**src/khm_pkg.sv**
```systemverilog
// khm_pkg: shared constants for the k-way heap merge core
// no dependencies; used by k_way_heap_merge_core for field widths and defaults

package khm_pkg;

    // default sizing of the merge core
    localparam int DEF_MAX_LISTS  = 16;
    localparam int DEF_VALUE_BITS = 32;

    // fixed field widths
    localparam int LIST_BITS = 4;
    localparam int CFG_BITS  = 5;

    // lists_in_use after reset
    localparam logic [CFG_BITS-1:0] CFG_RESET = 5'd16;

endpackage

```
**src/khm_ram.sv**
```systemverilog
// khm_ram: generic single-write, single-read synchronous ram with registered read
// no dependencies; holds the heap entries of the merge core

module khm_ram #(
    parameter int WIDTH = 36,
    parameter int DEPTH = 16,
    localparam int AW = $clog2(DEPTH)
) (
    input  logic             aclk,
    input  logic             we,
    input  logic [AW-1:0]    waddr,
    input  logic [WIDTH-1:0] wdata,
    input  logic [AW-1:0]    raddr,
    output logic [WIDTH-1:0] rdata
);

    logic [WIDTH-1:0] mem [DEPTH];

    // write port and registered read port
    always_ff @(posedge aclk) begin
        if (we) begin
            mem[waddr] <= wdata;
        end
        rdata <= mem[raddr];
    end

endmodule

```
**src/k_way_heap_merge_core.sv**
```systemverilog
// k_way_heap_merge_core: merges descending lists through a binary max-heap of list heads
// depends on khm_pkg (widths, defaults) and khm_ram (heap entry storage)
//
//  channel   | dir | handshake           | payload
//  ----------+-----+---------------------+---------------------------------------------
//  s_        | in  | s_tvalid / s_tready | tdata: value, list_index; tuser: exhausted
//  m_        | out | m_tvalid / m_tready | tdata: merged_value, source_list; tlast: last
//  cfg_      | in  | cfg_we              | cfg_wdata: lists_in_use
//
// one beat at a time: an accept step, a read and a compare step per parent on sift-up,
// a final write when the element settles at the root, then a decide step; an extract adds
// root and last-entry fetch steps, a left-read, right-read and compare step per sift-down
// level, a final write when the hole ends without children and an emit step; the heap ram
// has one read and one write port with registered read, which sets this sequence of steps.
// aresetn clears control state and the heap count; ram contents are not cleared.
// a finished result waits in the output register; the next beat is taken meanwhile,
// and the core only holds in its emit step while that register is full and m_tready is low.

module k_way_heap_merge_core #(
    parameter int MAX_LISTS  = khm_pkg::DEF_MAX_LISTS,
    parameter int VALUE_BITS = khm_pkg::DEF_VALUE_BITS,
    localparam int LB = khm_pkg::LIST_BITS,
    localparam int DW = ((VALUE_BITS + LB + 7) / 8) * 8
) (
    input  logic                         aclk,
    input  logic                         aresetn,
    // configuration
    input  logic                         cfg_we,
    input  logic [khm_pkg::CFG_BITS-1:0] cfg_wdata,   // lists_in_use
    // input stream
    input  logic                         s_tvalid,
    output logic                         s_tready,
    input  logic [DW-1:0]                s_tdata,     // value, list_index
    input  logic                         s_tuser,     // exhausted
    // result stream
    output logic                         m_tvalid,
    input  logic                         m_tready,
    output logic [DW-1:0]                m_tdata,     // merged_value, source_list
    output logic                         m_tlast      // last
);

    localparam int AW      = $clog2(MAX_LISTS);
    localparam int CW      = $clog2(MAX_LISTS + 1);
    localparam int CI      = AW + 2;
    localparam int ENT_W   = VALUE_BITS + LB;
    localparam int EFF_MAX = (MAX_LISTS < 31) ? MAX_LISTS : 31;
    localparam int EW      = $clog2(EFF_MAX + 1);

    localparam logic [3:0] ST_IDLE   = 4'd0;
    localparam logic [3:0] ST_UP_RD  = 4'd1;
    localparam logic [3:0] ST_UP_CMP = 4'd2;
    localparam logic [3:0] ST_UP_FIN = 4'd3;
    localparam logic [3:0] ST_DECIDE = 4'd4;
    localparam logic [3:0] ST_X_TOP  = 4'd5;
    localparam logic [3:0] ST_X_LST  = 4'd6;
    localparam logic [3:0] ST_DN_L   = 4'd7;
    localparam logic [3:0] ST_DN_R   = 4'd8;
    localparam logic [3:0] ST_DN_C   = 4'd9;
    localparam logic [3:0] ST_EMIT   = 4'd10;

    // heap entry: list in the upper bits, value in the lower
    typedef logic [ENT_W-1:0] entry_t;

    // true when entry a leaves the heap before entry b
    function automatic logic outranks(input entry_t a, input entry_t b);
        logic signed [VALUE_BITS-1:0] va;
        logic signed [VALUE_BITS-1:0] vb;
        va = a[VALUE_BITS-1:0];
        vb = b[VALUE_BITS-1:0];
        if (va != vb) begin
            return va > vb;
        end
        return a[ENT_W-1:VALUE_BITS] < b[ENT_W-1:VALUE_BITS];
    endfunction

    logic [3:0]                   state_reg, state_next;
    logic [khm_pkg::CFG_BITS-1:0] lists_reg;
    logic [CW-1:0]                count_reg, count_next;
    logic [EW-1:0]                heads_reg, heads_next;
    logic [AW-1:0]                pos_reg, pos_next;
    entry_t                       elem_reg, elem_next;
    entry_t                       top_reg, top_next;
    entry_t                       lchild_reg, lchild_next;
    logic                         hold_reg, hold_next;
    logic                         last_reg, last_next;
    logic                         m_valid_reg;
    entry_t                       m_data_reg;
    logic                         m_last_reg;

    logic                         ram_we;
    logic [AW-1:0]                ram_waddr;
    entry_t                       ram_wdata;
    logic [AW-1:0]                ram_raddr;
    entry_t                       ram_rdata;

    logic                         accept;
    logic [EW-1:0]                eff;
    logic [AW-1:0]                parent;
    logic [CI-1:0]                left_idx, right_idx;
    logic                         left_ok, right_ok;
    logic                         emit_go;
    entry_t                       in_entry;

    khm_ram #(
        .WIDTH (ENT_W),
        .DEPTH (MAX_LISTS)
    ) u_heap_ram (
        .aclk  (aclk),
        .we    (ram_we),
        .waddr (ram_waddr),
        .wdata (ram_wdata),
        .raddr (ram_raddr),
        .rdata (ram_rdata)
    );

    assign s_tready = (state_reg == ST_IDLE);
    assign accept   = s_tvalid && s_tready;
    assign in_entry = {s_tdata[VALUE_BITS +: LB], s_tdata[VALUE_BITS-1:0]};
    assign emit_go  = !m_valid_reg || m_tready;

    // effective list count, clamped to 1..min(MAX_LISTS, 31)
    always_comb begin
        if (lists_reg == '0) begin
            eff = EW'(1);
        end else if (lists_reg > khm_pkg::CFG_BITS'(EFF_MAX)) begin
            eff = EW'(EFF_MAX);
        end else begin
            eff = EW'(lists_reg);
        end
    end

    // heap index arithmetic
    assign parent    = AW'((pos_reg - AW'(1)) >> 1);
    assign left_idx  = {1'b0, pos_reg, 1'b1};
    assign right_idx = left_idx + CI'(1);
    assign left_ok   = left_idx < CI'(count_reg);
    assign right_ok  = right_idx < CI'(count_reg);

    // sequencer: insert with sift-up; once filled, extract with sift-down
    always_comb begin
        state_next  = state_reg;
        count_next  = count_reg;
        heads_next  = heads_reg;
        pos_next    = pos_reg;
        elem_next   = elem_reg;
        top_next    = top_reg;
        lchild_next = lchild_reg;
        hold_next   = hold_reg;
        last_next   = last_reg;
        ram_we      = 1'b0;
        ram_waddr   = pos_reg;
        ram_wdata   = elem_reg;
        ram_raddr   = '0;

        unique case (state_reg)
            ST_IDLE: begin
                if (accept) begin
                    elem_next = in_entry;
                    // fill bookkeeping
                    if (heads_reg < eff) begin
                        heads_next = heads_reg + EW'(1);
                        hold_next  = (heads_reg + EW'(1)) < eff;
                    end else begin
                        hold_next = 1'b0;
                    end
                    // insert unless exhausted or heap full
                    if (!s_tuser && (count_reg < CW'(MAX_LISTS))) begin
                        pos_next   = AW'(count_reg);
                        count_next = count_reg + CW'(1);
                        state_next = (count_reg == '0) ? ST_UP_FIN : ST_UP_RD;
                    end else begin
                        state_next = ST_DECIDE;
                    end
                end
            end
            ST_UP_RD: begin
                ram_raddr  = parent;
                state_next = ST_UP_CMP;
            end
            ST_UP_CMP: begin
                ram_we = 1'b1;
                if (outranks(elem_reg, ram_rdata)) begin
                    // move the parent down into the hole
                    ram_wdata  = ram_rdata;
                    pos_next   = parent;
                    state_next = (parent == '0) ? ST_UP_FIN : ST_UP_RD;
                end else begin
                    state_next = ST_DECIDE;
                end
            end
            ST_UP_FIN: begin
                ram_we     = 1'b1;
                state_next = ST_DECIDE;
            end
            ST_DECIDE: begin
                ram_raddr = '0;
                if (hold_reg) begin
                    state_next = ST_IDLE;
                end else if (count_reg == '0) begin
                    heads_next = '0;
                    state_next = ST_IDLE;
                end else begin
                    state_next = ST_X_TOP;
                end
            end
            ST_X_TOP: begin
                // root arrives; fetch the last entry
                top_next   = ram_rdata;
                ram_raddr  = AW'(count_reg - CW'(1));
                count_next = count_reg - CW'(1);
                state_next = ST_X_LST;
            end
            ST_X_LST: begin
                elem_next = ram_rdata;
                pos_next  = '0;
                if (count_reg == '0) begin
                    last_next  = 1'b1;
                    heads_next = '0;
                    state_next = ST_EMIT;
                end else begin
                    last_next  = 1'b0;
                    state_next = ST_DN_L;
                end
            end
            ST_DN_L: begin
                if (!left_ok) begin
                    ram_we     = 1'b1;
                    state_next = ST_EMIT;
                end else begin
                    ram_raddr  = left_idx[AW-1:0];
                    state_next = ST_DN_R;
                end
            end
            ST_DN_R: begin
                lchild_next = ram_rdata;
                ram_raddr   = right_ok ? right_idx[AW-1:0] : left_idx[AW-1:0];
                state_next  = ST_DN_C;
            end
            ST_DN_C: begin
                ram_we = 1'b1;
                // pick the best of hole element, left and right child
                if (right_ok && outranks(ram_rdata, elem_reg)
                        && !outranks(lchild_reg, elem_reg)) begin
                    ram_wdata  = ram_rdata;
                    pos_next   = right_idx[AW-1:0];
                    state_next = ST_DN_L;
                end else if (outranks(lchild_reg, elem_reg)) begin
                    if (right_ok && outranks(ram_rdata, lchild_reg)) begin
                        ram_wdata = ram_rdata;
                        pos_next  = right_idx[AW-1:0];
                    end else begin
                        ram_wdata = lchild_reg;
                        pos_next  = left_idx[AW-1:0];
                    end
                    state_next = ST_DN_L;
                end else begin
                    state_next = ST_EMIT;
                end
            end
            ST_EMIT: begin
                if (emit_go) begin
                    state_next = ST_IDLE;
                end
            end
            default: begin
                state_next = ST_IDLE;
            end
        endcase
    end

    // control state
    always_ff @(posedge aclk) begin
        if (!aresetn) begin
            state_reg   <= ST_IDLE;
            count_reg   <= '0;
            heads_reg   <= '0;
            lists_reg   <= khm_pkg::CFG_RESET;
            m_valid_reg <= 1'b0;
            hold_reg    <= 1'b0;
            last_reg    <= 1'b0;
        end else begin
            state_reg <= state_next;
            count_reg <= count_next;
            heads_reg <= heads_next;
            hold_reg  <= hold_next;
            last_reg  <= last_next;
            if (cfg_we) begin
                lists_reg <= cfg_wdata;
            end
            if (state_reg == ST_EMIT && emit_go) begin
                m_valid_reg <= 1'b1;
            end else if (m_tready) begin
                m_valid_reg <= 1'b0;
            end
        end
    end

    // working payload and output register
    always_ff @(posedge aclk) begin
        pos_reg    <= pos_next;
        elem_reg   <= elem_next;
        top_reg    <= top_next;
        lchild_reg <= lchild_next;
        if (state_reg == ST_EMIT && emit_go) begin
            m_data_reg <= top_reg;
            m_last_reg <= last_reg;
        end
    end

    assign m_tvalid = m_valid_reg;
    assign m_tdata  = DW'(m_data_reg);
    assign m_tlast  = m_last_reg;

endmodule
```
**config.mk**
```make
export PLATFORM = sky130hd
export DESIGN_NAME = k_way_heap_merge_core
export DESIGN_NICKNAME = d
export VERILOG_FILES = /design/src/khm_pkg.sv /design/src/khm_ram.sv /design/src/k_way_heap_merge_core.sv
export SDC_FILE = /design/constraint.sdc
export NUM_CORES = 1
export LEC_CHECK = 0
export BUFFER_PORTS_ARGS = -buffer_cell sky130_fd_sc_hd__buf_4
export CAP_MARGIN = 10
export CORE_ASPECT_RATIO = 1.5
export CORE_UTILIZATION = 33
export DETAILED_ROUTE_END_ITERATION = 8
export SLEW_MARGIN = 25
export SYNTH_ARGS = -nofsm -noshare
export SYNTH_HDL_FRONTEND = slang
export SYNTH_SLANG_ARGS = --single-unit
```
**constraint.sdc**
```tcl
create_clock -name aclk -period 6.3 [get_ports aclk]
set_clock_uncertainty 0.05 [all_clocks]
set_input_delay 0.315 -clock aclk [delete_from_list [all_inputs] [get_ports aclk]]
set_output_delay 0.315 -clock aclk [all_outputs]
set_load 0.01 [all_outputs]
```
==> results.json, run 1 <==
{
  "hold_buffers": 55,
  "holdPathStages": 4,
  "power.switching_uw": 5980,
  "io_buffers": 85,
  "min_path_type": "in -> reg",
  "cts_resized": 0,
  "grt.overflow.total": 0,
  "netlist_top_cells_count": "edfxtp_1 (725), mux2i_1 (549), nand2_1 (155), ha_1 (129), inv_1 (95)",
  "irDropWorstVdd_v": 0.000295,
  "r2r_slack_ns": 1.27,
  "synth_area_leaders": "edfxtp_1 (63%), mux2i_1 (16%), ha_1 (4.7%)",
  "yosys.area.top_type": "edfxtp_1",
  "finalNonFillerCells": 3876,
  "drive_above_1_share": 0.119,
  "clock_sinks": 783,
  "share_comb_of_total_power": 0.326,
  "synth_seq_area_share": 0.668,
  "filler_cell_count": 9450,
  "route.met2.wl_um": 45000,
  "die_width_um": 265,
  "power.share.clock": 0.245,
  "grt_start_max_net_pins": 91,
  "nets": 2614,
  "dr.max_layer_used": "met4",
  "wl_met3_um": 3090,
  "report.final.slew_viol_count": 0,
  "critical_path.most_common_cell": "ha_1",
  "antenna_left": 0,
  "regToRegEndpoint": "u_heap_ram.mem[15][31]$_DFFE_PP_",
  "fin_crit_ns": 5.03,
  "core_area_sq_um": 103000,
  "worstSkewPairLatency_ns": 0.66,
  "numCtsBuffers": 68,
  "worstPathCellList": "inv_1 > ha_1 > ha_1 > a21oi_1 > nand2_1 > a31oi_1 > nand3_1 > o32ai_1 > nor3_4 > o21ai_2 > buf_4 > a221o_1",
  "drcViolationCount": 0,
  "required_ns": 6.60,
  "top_register": "u_heap_ram.mem",
  "diodes": 0,
  "htreeDepth": 3,
  "leakage_uw": 0.0163,
  "crit_slowest_cell": "o21ai_2",
  "dr.pass1.iters": 5,
  "crit_fanout": 16,
  "startpoint": "pos_reg[0]$_DFFE_PP_",
  "run_status": "finished clean",
  "startpoint_type": "flop",
  "vias_per_cell": 5.04,
  "start_util": 0.334,
  "sw_frac_of_total": 0.343,
  "worst_pin_slew_ns": 1.05,
  "io_pins": 94,
  "intPower_uw": 11500,
  "synth_top_area_share": 0.634,
  "crit_arrival_ns": 5.34,
  "setup_viol": 0,
  "setup-tns-final_ns": 0,
  "wl_met1_um": 34100,
  "rr_startpoint": "pos_reg[0]$_DFFE_PP_",
  "synthArstFlopShare": 0,
  "root_buffer": "clkbuf_16",
  "die_height_um": 397,
  "place_inst": 3695,
  "netlist_area_sq_um": 34300,
  "yosysUniqueCellTypes": 81,
  "grt_setup_unrepaired": "no",
  "antenna_found_initial": 1,
  "hold_viol": 0,
  "synth_most_common_cell": "edfxtp_1",
  "slowest_delay_ns": 0.59,
  "syn_area_per_cell_sq_um": 15.2,
  "path_class": "reg -> reg",
  "period_share": 0.799,
  "grt_pass1_wl_um": 129000,
  "postCtsSetupBuffers": 0,
  "synthCells": 2257,
  "cts_tree": "yes",
  "ys_warn_count": 0,
  "cts_max_path_buffers": 3,
  "largest_reg_flops": 576,
  "synth_edf_count": 725,
  "drt-initial-drc-count": 1283,
  "num_vias": 19500,
  "routabilityCongestion": 0.960,
  "synthFlopType": "edfxtp_1",
  "relSlewSlack": 0.298,
  "hpwl_um": 55800,
  "maxCapViolations": 0,
  "end_kind": "flop",
  "p_seq_frac": 0.429,
  "wl_per_cell_um": 22.6,
  "ys_ff_latch": 783,
  "wirelength_um": 87600,
  "first_global_vias": 20500,
  "min_from": "s_tvalid",
  "track_usage": 0.166,
  "area_growth_pct": 16.0,
  "clk_pin_slew_ns": 0.07,
  "fmax_mhz": 199,
  "holdPathEnd": "hold_reg$_SDFFE_PN0P_",
  "num_rows": 144,
  "rr_worst_depth": 12,
  "power_density_nw_per_um2": 438,
  "die-area_sq_um": 105000
}
-- critical path, delay by kind of cell, from the launching register on --
kind                       cells  cell delay (ns)
AOI/OAI and AO/OA              5             2.39
adders and majority gates      2             0.77
buffers and inverters          2             0.55
DFF                            1             0.56
and+or+nand+nor                3             0.39
-- cell families after synthesis --
kind of cell,synth area share
AOI/OAI and AO/OA,0.0449
adders and majority gates,0.0470
and+or+nand+nor,0.0503
buffers and inverters,0.0256
xor gates and xnor gates,0.00332
DFF,0.668
muxes,0.161
other,0.000109
-- power by group through the flow --
stage / sequential (uW) / clock, uW / combinational, uW
floorplan: 7310 / 0 / 3970
global placement: 7570 / 0 / 5500
detailed placement: 7590 / 0 / 5650
CTS: 7480 / 4380 / 5690
global route: 7530 / 4580 / 6180
finish: 7480 / 4280 / 5680
-- layer usage --
| metal | up-vias | track usage |
|---|---|---|
| li1 | 9004 | - |
| met1 | 9862 | 0.183 |
| met2 | 481 | 0.300 |
| met3 | 181 | 0.0212 |
| met4 | 0 | 0.105 |
| met5 | - | 0 |
-- placed cells by master (no fill, tap or decap), types with 11 or more instances in the layout --
master,instances
clkbuf_1,11
a21oi_1,72
clkinv_2,11
nor2_4,13
o22ai_1,14
o21ai_0,34
ha_1,129
nor2_1,30
nand2b_1,13
nor3_1,37
buf_12,12
nand2_1,153
clkbuf_16,68
nand3_1,31
mux2i_1,549
inv_1,94
xnor2_1,11
a221o_1,21
dfxtp_1,58
nor2b_1,16
buf_4,133
edfxtp_1,725
nand4_1,20
dlygate4sd3_1,55
-- area by class of cell --
| class | count | area [sq um] | share of cell area |
|---|---|---|---|
| Multi-Input combinational cell | 1283 | 10700 | 0.269 |
| Clock inverter | 39 | 428 | 0.0107 |
| Tap cell | 1387 | 1740 | 0.0436 |
| Sequential cell | 783 | 22900 | 0.576 |
| Timing Repair Buffer | 201 | 1820 | 0.0456 |
| Clock buffer | 86 | 1840 | 0.0462 |
| Inverter | 97 | 365 | 0.00917 |
-- metrics by stage --
stage / hold WS [ns] / setup WS (ns) / instance area, sq um / power [uW] / util
floorplan: 0.350 / 1.61 / 34400 / 11300 / -
global placement: 0.351 / 1.53 / 37000 / 13100 / 0.359
detailed placement: 0.355 / 1.42 / 37000 / 13200 / 0.359
CTS: 0.000197 / 1.38 / 39800 / 17500 / 0.387
global route: 0.0544 / 0.993 / 39800 / 18300 / 0.387
finish: 0.0700 / 1.27 / 39800 / 17400 / 0.387
-- worst max-delay path by stage --
stage                                                   to  slack, ns  depth (start not counted)
after global routing       u_heap_ram.mem[8][16]$_DFFE_PP_       0.99                         12
after CTS                  u_heap_ram.mem[5][27]$_DFFE_PP_       1.38                         12
after detailed placement   u_heap_ram.mem[0][27]$_DFFE_PP_       1.42                         12
after global placement     u_heap_ram.mem[2][27]$_DFFE_PP_       1.53                         12
final                     u_heap_ram.mem[15][31]$_DFFE_PP_       1.27                         12
after floorplan             u_heap_ram.mem[3][0]$_DFFE_PP_       1.61                         11
Power figures use the tool's default switching activity.
==> inputs of run 2 (changes only) <==
==> constraint.sdc (replaced) <==
create_clock -name aclk -period 4.03 [get_ports aclk]
set_clock_uncertainty 0.05 [all_clocks]
set_input_delay 0.2015 -clock aclk [delete_from_list [all_inputs] [get_ports aclk]]
set_output_delay 0.2015 -clock aclk [all_outputs]
set_load 0.01 [all_outputs]
==> run 2 against run 1 <==
Against the previous run:
- die area did not move
- first-iteration DRC count is 10% higher
- total power rose by 64%
- design area grew 3.7%
- critical endpoint is now u_heap_ram.mem[12][5]$_DFFE_PP_
- largest power group unchanged
==> results.json, run 2 (same netlist as run 1, synthesis figures left out) <==
{
  "vias_per_cell": 5.08,
  "nets": 2699,
  "grt_use_met2": 0.302,
  "io_buffers": 85,
  "track_usage": 0.169,
  "num_vias": 20100,
  "setup-tns-final_ns": 0,
  "worstPathCellList": "ha_1 > nand4_1 > or4_4 > buf_4 > o311ai_1 > nor3_1 > o31ai_2 > buf_4 > o21a_2 > buf_12 > mux2_1 > o221ai_4 > buf_6",
  "crit_fanout": 14,
  "crit_arrival_ns": 4.41,
  "start_util": 0.334,
  "drive_above_1_share": 0.162,
  "place_inst": 3769,
  "worstSkewPairLatency_ns": 0.67,
  "fin_area_sq_um": 41300,
  "area_growth_pct": 20.2,
  "fmax_mhz": 255,
  "grt.overflow.total": 0,
  "io_pins": 94,
  "num_rows": 144,
  "critical_path.most_common_cell": "buf_4",
  "wl_per_cell_um": 22.6,
  "report.final.slew_viol_count": 0,
  "grt_pass1_wl_um": 131000,
  "busiest_layer": "met2",
  "drt-initial-drc-count": 1416,
  "top_register": "u_heap_ram.mem",
  "clk_pin_slew_ns": 0.07,
  "numCtsBuffers": 72,
  "end_kind": "flop",
  "finalNonFillerCells": 3966,
  "worst_pin_slew_ns": 0.934,
  "path_buf_inv": 4,
  "grt_setup_unrepaired": "no",
  "required_ns": 4.51,
  "leakage_uw": 0.0169,
  "path_class": "reg -> reg",
  "dr.pass1.iters": 6,
  "antenna_found_initial": 1,
  "hpwl_um": 57000,
  "min_path_type": "in -> reg",
  "cts_max_path_buffers": 3,
  "first_global_vias": 20800,
  "holdPathEnd": "elem_reg[11]$_DFFE_PP_",
  "drcViolationCount": 0,
  "antenna_left": 0,
  "root_buffer": "clkbuf_16",
  "die_width_um": 265,
  "setup_viol": 0,
  "regToRegEndpoint": "u_heap_ram.mem[12][5]$_DFFE_PP_",
  "r2r_slack_ns": 0.10,
  "rr_worst_depth": 13,
  "min_from": "s_tdata[11]",
  "dpl-instance-area_sq_um": 38000,
  "final_cell_mix": "edfxtp_1 (725), mux2i_1 (549), buf_4 (171), nand2_1 (153), ha_1 (129)",
  "die_height_um": 397,
  "die-area_sq_um": 105000,
  "cts_tree": "yes",
  "hold_viol": 0,
  "met3_usage": 0.0218,
  "htreeDepth": 3,
  "rr_startpoint": "lchild_reg[27]$_DFFE_PP_",
  "largest_reg_flops": 576,
  "final_common_cell": "edfxtp_1",
  "diodes": 0,
  "clock_sinks": 783,
  "fin_crit_ns": 3.93,
  "crit_slowest_cell": "or4_4",
  "period_share": 0.975,
  "startpoint_type": "flop",
  "path_delay_family": "simple AND/OR/NAND/NOR gates",
  "dp_slack_ns": -0.0398,
  "maxCapViolations": 0,
  "run_status": "finished clean",
  "wirelength_um": 89600,
  "setup_slack_ns": 0.102,
  "routabilityCongestion": 0.935,
  "use_met1": 0.193,
  "relSlewSlack": 0.376,
  "core_area_sq_um": 103000,
  "slowest_delay_ns": 0.62,
  "power_density_nw_per_um2": 692,
  "holdPathStages": 4,
  "grt_start_max_net_pins": 57,
  "irDropWorstVdd_v": 0.000389
}
run 2: cell count changes in the layout (fill, tap and decap cells not counted), sizes merged, moves of 2 or more:
cell and delta:
inv -2, clkinv +5, clkbuf +5, buf +78, dlygate4sd3 +2
run 2: per-stage QoR:
stage / utilization / power (uW) / hold WS (ns)
detailed placement: 0.369 / 21200 / 0.355
global route: 0.401 / 29800 / 0.318
global placement: 0.368 / 21000 / 0.352
finish: 0.401 / 28600 / 0.321
CTS: 0.399 / 28400 / 0.253
floorplan: - / 17600 / 0.278
run 2: cell type report:
cell class | instances | area, sq um
multi-input combinational | 1284 | 11000
inverter | 97 | 364
fill | 9284 | 61600
tap | 1387 | 1740
timing repair buffer | 281 | 2840
clock inverter | 43 | 482
sequential | 783 | 22900
clock buffer | 91 | 1950
run 2: metal layers:
metal	part of all wire	vias up
met5	0	-
met3	0.043	198
met2	0.52	581
met1	0.39	10200
li1	-	9165
met4	0.049	0
run 2: where the power goes:
| part | total, uW | leakage, uW | switching, uW | internal (uW) |
|---|---|---|---|---|
| clock network | 7030 | 0.00118 | 3130 | 3900 |
| logic | 9940 | 0.00872 | 5940 | 4000 |
| registers | 11600 | 0.00703 | 697 | 10900 |
| total | 28600 | 0.0169 | 9780 | 18800 |
run 2: worst reg2reg max path, delay by kind of cell, from the launching register on:
family / cells / cell delay (ns)
DFF: 1 / 0.40
muxes: 1 / 0.37
buffers and inverters: 4 / 0.69
adders and majority gates: 1 / 0.32
AOI/OAI and AO/OA: 4 / 0.94
and+or+nand+nor: 3 / 1.01
run 2: how the worst max path moves through the flow:
stage	to	slack, ns	start	cells after the start
CTS	u_heap_ram.mem[10][17]$_DFFE_PP_	0.006	lchild_reg[26]$_DFFE_PP_	11
floorplan	u_heap_ram.mem[0][0]$_DFFE_PP_	0.09	pos_reg[2]$_DFFE_PP_	16
global placement	u_heap_ram.mem[14][0]$_DFFE_PP_	0.03	elem_reg[26]$_DFFE_PP_	14
global route	u_heap_ram.mem[15][13]$_DFFE_PP_	0.0003	elem_reg[24]$_DFFE_PP_	12
detailed placement	u_heap_ram.mem[14][0]$_DFFE_PP_	-0.04	lchild_reg[26]$_DFFE_PP_	13
finish	u_heap_ram.mem[12][5]$_DFFE_PP_	0.10	lchild_reg[27]$_DFFE_PP_	13
run 2: repair_timing:
action	4_1_cts	5_1_grt
pin swaps	1	11
gates resized for setup	8	57
hold buffers	57	0
gates cloned	1	2
setup endpoints to repair	80	552
hold endpoints to repair	58	0
buffers inserted	0	3
